==> config.mk <==
export PLATFORM = sky130hd
export DESIGN_NAME = remote_debug_packet_receiver_unit_flat
export DESIGN_NICKNAME = d
export VERILOG_FILES = /design/src/rdpr_pkg.sv /design/src/rdpr_if.sv /design/src/remote_debug_packet_receiver_unit.sv /design/src/flat_wrapper.sv
export SDC_FILE = /design/constraint.sdc
export NUM_CORES = 1
export LEC_CHECK = 0
export BUFFER_PORTS_ARGS = -buffer_cell sky130_fd_sc_hd__buf_4
export CAP_MARGIN = 20
export CORE_MARGIN = 2
export CORE_UTILIZATION = 50
export CTS_CLUSTER_SIZE = 8
export DETAILED_ROUTE_END_ITERATION = 7
export PLACE_DENSITY = 0.8
export SETUP_SLACK_MARGIN = 0.2
export SLEW_MARGIN = 20
export SYNTH_ARGS = -nofsm -noshare
export SYNTH_HDL_FRONTEND = slang
export SYNTH_SLANG_ARGS = --single-unit
==> constraint.sdc <==
create_clock -name clk -period 7.65 [get_ports clk]
set_input_delay 1.9125 -clock clk [delete_from_list [all_inputs] [get_ports clk]]
set_output_delay 1.9125 -clock clk [all_outputs]
set_load 0.05 [all_outputs]
==> src/rdpr_pkg.sv <==
// Shared types and constants of the remote debug packet receiver.
package rdpr_pkg;

  // Largest payload that is accepted before the packet counts as overflowed
  localparam int unsigned MaxPayload  = 4096;
  localparam int unsigned CountWidth  = $clog2(MaxPayload + 1);
  localparam int unsigned LengthWidth = 13;

  // Framing characters
  localparam logic [7:0] CharDollar = 8'h24;
  localparam logic [7:0] CharHash   = 8'h23;
  localparam logic [7:0] CharPlus   = 8'h2B;
  localparam logic [7:0] CharMinus  = 8'h2D;

  // Parser phase codes
  localparam logic [1:0] PhIdle    = 2'd0;
  localparam logic [1:0] PhPayload = 2'd1;
  localparam logic [1:0] PhHigh    = 2'd2;
  localparam logic [1:0] PhLow     = 2'd3;

  // One result item
  typedef struct packed {
    logic                   payload_valid;
    logic [7:0]             payload_byte;
    logic                   packet_done;
    logic                   packet_good;
    logic                   send_reject;
    logic                   ack_received;
    logic                   resend_requested;
    logic [LengthWidth-1:0] payload_length;
  } rdpr_result_t;

endpackage

==> src/rdpr_if.sv <==
// Valid/ready channel interfaces for received bytes and parser results.
interface rdpr_in_if;
  logic       valid;
  logic       ready;
  logic [7:0] rx_byte;

  modport source (output valid, output rx_byte, input ready);
  modport sink   (input valid, input rx_byte, output ready);
endinterface

interface rdpr_out_if;
  logic                  valid;
  logic                  ready;
  rdpr_pkg::rdpr_result_t data;

  modport source (output valid, output data, input ready);
  modport sink   (input valid, input data, output ready);
endinterface

==> src/remote_debug_packet_receiver_unit.sv <==
// Top level of the remote debug packet receiver: byte parser and result register.
//
// Takes one received character per request on rx and returns exactly one result per
// character on res. Packets are framed as '$' payload '#' and two hex checksum digits;
// payload characters come out as they arrive, and the second digit gives the verdict,
// the payload length and an ack or reject. While idle, '+' and '-' from the partner are
// reported, and any other byte except '$' asks for a reject. The parser state updates
// in the cycle a character is accepted, and the result sits in a single output
// register, so a new character is taken every cycle as long as the result register
// is empty or is being drained in that same cycle.
module remote_debug_packet_receiver_unit (
  input  logic     clk,
  input  logic     rst,
  rdpr_in_if.sink  rx,
  rdpr_out_if.source res
);

  // Parser state
  logic [1:0]                      phase;
  logic [1:0]                      phase_next;
  logic [7:0]                      running_sum;
  logic [7:0]                      running_sum_next;
  logic [4:0]                      high_digit;
  logic [4:0]                      high_digit_next;
  logic [rdpr_pkg::CountWidth-1:0] byte_count;
  logic [rdpr_pkg::CountWidth-1:0] byte_count_next;
  logic                            overflowed;
  logic                            overflowed_next;

  rdpr_pkg::rdpr_result_t result_next;
  logic                   accept;
  logic [4:0]             digit;
  logic                   sum_ok;

  // Decode a hex character; bit 4 marks a non-hex character
  function automatic logic [4:0] hex_value(input logic [7:0] c);
    logic [4:0] v;
    if (c >= 8'h30 && c <= 8'h39) begin
      v = {1'b0, 4'(c - 8'h30)};
    end else if (c >= 8'h61 && c <= 8'h66) begin
      v = {1'b0, 4'(c - 8'h57)};
    end else if (c >= 8'h41 && c <= 8'h46) begin
      v = {1'b0, 4'(c - 8'h37)};
    end else begin
      v = 5'h10;
    end
    return v;
  endfunction

  // Take a new request while the result register is empty or draining
  assign rx.ready = !res.valid || res.ready;
  assign accept   = rx.valid && rx.ready;

  assign digit  = hex_value(rx.rx_byte);
  assign sum_ok = !overflowed
                  && (high_digit == {1'b0, running_sum[7:4]})
                  && (digit == {1'b0, running_sum[3:0]});

  // Advance the parser for one character
  always_comb begin
    phase_next       = phase;
    running_sum_next = running_sum;
    high_digit_next  = high_digit;
    byte_count_next  = byte_count;
    overflowed_next  = overflowed;
    result_next      = '0;
    case (phase)
      rdpr_pkg::PhIdle: begin
        if (rx.rx_byte == rdpr_pkg::CharDollar) begin
          phase_next       = rdpr_pkg::PhPayload;
          running_sum_next = '0;
          byte_count_next  = '0;
          overflowed_next  = 1'b0;
          high_digit_next  = '0;
        end else if (rx.rx_byte == rdpr_pkg::CharPlus) begin
          result_next.ack_received = 1'b1;
        end else if (rx.rx_byte == rdpr_pkg::CharMinus) begin
          result_next.resend_requested = 1'b1;
        end else begin
          result_next.send_reject = 1'b1;
        end
      end
      rdpr_pkg::PhPayload: begin
        if (rx.rx_byte == rdpr_pkg::CharHash) begin
          phase_next = rdpr_pkg::PhHigh;
        end else if (byte_count < rdpr_pkg::CountWidth'(rdpr_pkg::MaxPayload)) begin
          result_next.payload_valid = 1'b1;
          result_next.payload_byte  = rx.rx_byte;
          running_sum_next          = running_sum + rx.rx_byte;
          byte_count_next           = byte_count + 1'b1;
        end else begin
          // drop bytes past the limit
          overflowed_next = 1'b1;
        end
      end
      rdpr_pkg::PhHigh: begin
        high_digit_next = digit;
        phase_next      = rdpr_pkg::PhLow;
      end
      rdpr_pkg::PhLow: begin
        result_next.packet_done    = 1'b1;
        result_next.packet_good    = sum_ok;
        result_next.send_reject    = !sum_ok;
        result_next.payload_length = rdpr_pkg::LengthWidth'(byte_count);
        phase_next                 = rdpr_pkg::PhIdle;
      end
      default: begin
        phase_next = rdpr_pkg::PhIdle;
      end
    endcase
  end

  // Update state on each accepted request
  always_ff @(posedge clk) begin
    if (rst) begin
      phase       <= rdpr_pkg::PhIdle;
      running_sum <= '0;
      high_digit  <= '0;
      byte_count  <= '0;
      overflowed  <= 1'b0;
    end else if (accept) begin
      phase       <= phase_next;
      running_sum <= running_sum_next;
      high_digit  <= high_digit_next;
      byte_count  <= byte_count_next;
      overflowed  <= overflowed_next;
    end
  end

  // Hold the result until it is taken
  always_ff @(posedge clk) begin
    if (rst) begin
      res.valid <= 1'b0;
    end else if (rx.ready) begin
      res.valid <= rx.valid;
    end
  end

  always_ff @(posedge clk) begin
    if (accept) begin
      res.data <= result_next;
    end
  end

`ifndef ASSERT_OFF
  // Second checksum digit always finishes a packet
  a_done_on_low: assert property (@(posedge clk) disable iff (rst)
    (accept && phase == rdpr_pkg::PhLow) |=> (res.valid && res.data.packet_done))
    else $error("low checksum digit did not finish the packet");

  // Byte count never passes the payload limit
  a_count_bound: assert property (@(posedge clk) disable iff (rst)
    byte_count <= rdpr_pkg::CountWidth'(rdpr_pkg::MaxPayload))
    else $error("payload byte count beyond limit");

  // A byte past the limit marks the packet as overflowed
  a_overflow: assert property (@(posedge clk) disable iff (rst)
    (accept && phase == rdpr_pkg::PhPayload && rx.rx_byte != rdpr_pkg::CharHash
     && byte_count == rdpr_pkg::CountWidth'(rdpr_pkg::MaxPayload))
    |=> (overflowed && !res.data.payload_valid))
    else $error("overflow byte not flagged");

  // Result kinds are exclusive, and a good packet is never rejected
  a_kinds: assert property (@(posedge clk) disable iff (rst)
    res.valid |-> ($onehot0({res.data.payload_valid, res.data.packet_done,
                             res.data.ack_received, res.data.resend_requested})
                   && !(res.data.packet_good && res.data.send_reject)
                   && (!res.data.packet_good || res.data.packet_done)))
    else $error("inconsistent result flags");
`endif

endmodule

==> src/flat_wrapper.sv <==
// flat-port wrapper written by rule: the top's interface ports become plain ports
module remote_debug_packet_receiver_unit_flat 
  (clk, rst, rx_valid, rx_rx_byte, rx_ready, res_valid, res_data, res_ready);
  rdpr_in_if rx_i ();
  rdpr_out_if res_i ();
  input  logic clk;
  input  logic rst;
  input wire logic [$bits(rx_i.valid)-1:0] rx_valid;
  input wire logic [$bits(rx_i.rx_byte)-1:0] rx_rx_byte;
  output wire logic [$bits(rx_i.ready)-1:0] rx_ready;
  output wire logic [$bits(res_i.valid)-1:0] res_valid;
  output wire logic [$bits(res_i.data)-1:0] res_data;
  input wire logic [$bits(res_i.ready)-1:0] res_ready;
  assign rx_i.valid = rx_valid;
  assign rx_i.rx_byte = rx_rx_byte;
  assign rx_ready = rx_i.ready;
  assign res_valid = res_i.valid;
  assign res_data = res_i.data;
  assign res_i.ready = res_ready;
  remote_debug_packet_receiver_unit u_core (.clk(clk), .rst(rst), .rx(rx_i), .res(res_i));
endmodule
==> impl_metrics.py <==
metrics = {
    "synthesis": {
        "synth.distinct_cells": 54,
        "synth_edf_count": 27,
        "syn_area_um2": 2980,
        "yosysWarnings": 0,
        "ys_seq_elements": 57,
        "synth_top_flop_cell": "dfxtp_1",
        "synth_cells": 293,
        "synth_fp_nets": 323,
        "syn_avg_cell_area_um2": 10.2,
        "synthArstFlopShare_pct": 0,
        "ys_seq_area_share_pct": 47.4,
    },
    "timing": {
        "hold_viol": 0,
        "max_freq_mhz": 233,
        "finalCritPeriodShare_pct": 56.1,
        "period_needed_ns": 4.29,
        "slew_violations": 0,
        "finalSetupViolCount": 0,
        "worst_slack_ns": 3.36,
        "worst_clock_skew_ns": 0.00668,
        "rsz0062_at_grt": "no",
        "worst_pin_slew_ns": 0.963,
        "slew_headroom_pct": 35.6,
        "setup_tns_ns": 0,
    },
    "final_layout": {
        "final_common_cell": "buf_4",
        "final_cell_mix": "buf_4, dfxtp_1, nor2_1, edfxtp_1, nand2_1",
        "nets": 364,
        "fillers": 497,
        "syn_to_final_growth_pct": 19.0,
        "antenna_cells": 0,
        "stdcell_count": 414,
        "drive_gt1_share_pct": 20.1,
        "post-route-util_pct": 60.6,
    },
    "clock_tree": {
        "clock-sinks": 57,
        "cts_tree": "done",
        "clk_latency_ns": 0.34,
        "postCtsSetupBuffers": 0,
        "clock-root-buffer": "clkbuf_8",
        "post_cts_resized": 0,
        "htreeDepth": 3,
        "cts_buffer_depth": 2,
        "path_clk_slew_ns": 0.07,
        "numCtsBuffers": 9,
        "cts_hold_buf": 0,
    },
    "drt": {
        "vias_per_cell": 5.37,
        "drtPass1Iterations": 4,
        "ant_nets": 0,
        "num_vias": 2222,
        "wl_um": 5810,
        "wire_per_inst_um": 14.0,
        "drtIter0Drc": 111,
        "remaining_drc_errors": 0,
    },
    "place": {
        "dp_hpwl_um": 4190,
        "port_buffers": 40,
        "gp_congestion": 0.820,
        "dpl.cell_count": 398,
        "post-place-ws_ns": 3.36,
    },
    "power_and_ir_drop": {
        "comb_power_share_pct": 9.9,
        "power_leakage_uw": 0.00145,
        "p_per_area_nw_per_um2": 198,
        "ir_worst_vdd_uv": 111,
        "total_power_uw": 703,
        "p_int_uw": 529,
        "sw_frac_of_total_pct": 24.7,
        "p_clk_share_pct": 43.6,
        "p_seq_share_pct": 46.5,
        "netSwitchingPower_uw": 174,
    },
    "setup_path": {
        "cp_top_family": "buffers and inverters",
        "slowest_stage": "buf_4",
        "cp_common_cell": "buf_4",
        "crit_path_cell_trace": "buf_4, nand2b_1, buf_4",
        "cp_slowest_stage_delay_ns": 0.20,
        "crit_type": "in2out",
        "cp.arrival_ns": 2.38,
        "required_ns": 5.74,
        "crit_fanout": 3,
        "end_kind": "primary output",
        "path_buf_inv": 2,
        "worstSetupStartpointType": "input port",
    },
    "worst_hold_path": {
        "min_path_type": "reg2reg",
    },
    "floorplan": {
        "die-area_um2": 6590,
        "io_pins": 41,
        "dieHeight_um": 81.2,
        "die-width_um": 81.2,
        "start_util_pct": 50.9,
        "design.core.area_um2": 5850,
        "fp-row-count": 28,
    },
    "grt": {
        "grt_pass1_vias": 2141,
        "antenna_found_initial": 0,
        "grt_overflow": 0,
        "track_usage_pct": 19.7,
        "grt_pass1_wl_um": 9750,
        "grt_max_degree": 31,
    },
    "job": {
        "cap_violations": 0,
    },
    "outcome": {
        "outcome": "finished, final reports clean",
    },
}
-- worst paths after layout --
kind | start | endpoint | slack, ns | cells after the start
min reg2reg | u_core.overflowed | u_core.overflowed | 0.47 | 2
max | res_ready | rx_ready | 3.36 | 3
min | u_core.overflowed | u_core.overflowed | 0.47 | 2
max reg2reg | u_core.phase[1] | u_core.byte_count[11] | 4.95 | 8
-- sequential cells by signal, summed over array words and instances, names as in the netlist --
| register | cells |
|---|---|
| u_core.byte_count | 13 |
| u_core.phase | 2 |
| u_core.res.valid | 1 |
| u_core.res.data | 27 |
| u_core.running_sum | 8 |
| u_core.overflowed | 1 |
| u_core.high_digit | 5 |
-- cell families (layout without fill, tap and decap cells) --
group / count (synthesis) / in the layout / synth area share [%]
xor+xnor: 22 / 22 / 6.47
fa+ha+maj: 18 / 18 / 7.81
flops: 57 / 57 / 47.4
simple gates: 120 / 120 / 22.1
buf+inv: 22 / 68 / 3.23
mux: 3 / 3 / 1.01
compound gates: 51 / 51 / 12.0
-- power groups by stage --
stage	Sequential, µW	Clock (µW)	Combinational [µW]
after floorplan	358	0	22.5
after global routing	328	325	74.8
after CTS	327	311	69.9
after global placement	334	0	68.7
final	327	306	69.7
after detailed placement	334	0	69.9
-- metal layers --
metal / track usage [%] / up-vias / routed length, µm
met5: 0 / - / 0
met3: 3.67 / 9 / 230
met4: 11.2 / 0 / 105
li1: - / 1127 / -
met2: 30.9 / 47 / 2780
met1: 25.6 / 1039 / 2700
-- final cells by class --
type / instances / area (µm²) / share of cell area, %
Tap cell: 75 / 93.8 / 2.65
Clock inverter: 7 / 95.1 / 2.68
Clock buffer: 9 / 124 / 3.49
Sequential cell: 57 / 1410 / 39.8
Timing Repair Buffer: 41 / 308 / 8.68
Inverter: 11 / 41.3 / 1.16
Multi-Input combinational cell: 214 / 1470 / 41.5
-- Yosys cell counts (2+ instances only) --
master	n	share of area, %
dfxtp_1	30	20
edfxtp_1	27	27
nor2_1	27	3.4
nand2_1	22	2.8
and2_1	20	4.2
ha_1	17	7.1
a21oi_1	16	2.7
nand3_1	14	2.4
xnor2_1	12	3.5
inv_1	11	1.4
nor3_1	10	1.7
xor2_1	10	2.9
a21o_1	5	1.3
buf_2	5	0.84
clkbuf_1	5	0.63
nor2b_1	5	1.0
a31oi_1	4	0.84
a22oi_1	3	0.76
and3_1	3	0.63
mux2i_1	3	1.0
nand2b_1	3	0.63
o21ai_0	3	0.50
a211oi_1	2	0.50
a32oi_1	2	0.59
nor3b_1	2	0.50
nor4_1	2	0.42
nor4_2	2	0.84
o21bai_1	2	0.50
-- metrics by stage --
stage / hold WS (ns) / cell area (µm²)
finish: 0.474 / 3540
detailed placement: 0.471 / 3330
CTS: 0.481 / 3540
global route: 0.505 / 3540
floorplan: 0.426 / 2980
global placement: 0.439 / 3330
-- worst min-delay path, delay by kind of cell (launching register included) --
family	cells	cell delay (ns)
DFF	1	0.32
buffers and inverters	1	0.06
AOI/OAI and AO/OA	1	0.05
Note: power is estimated with default switching activity, not from simulation.
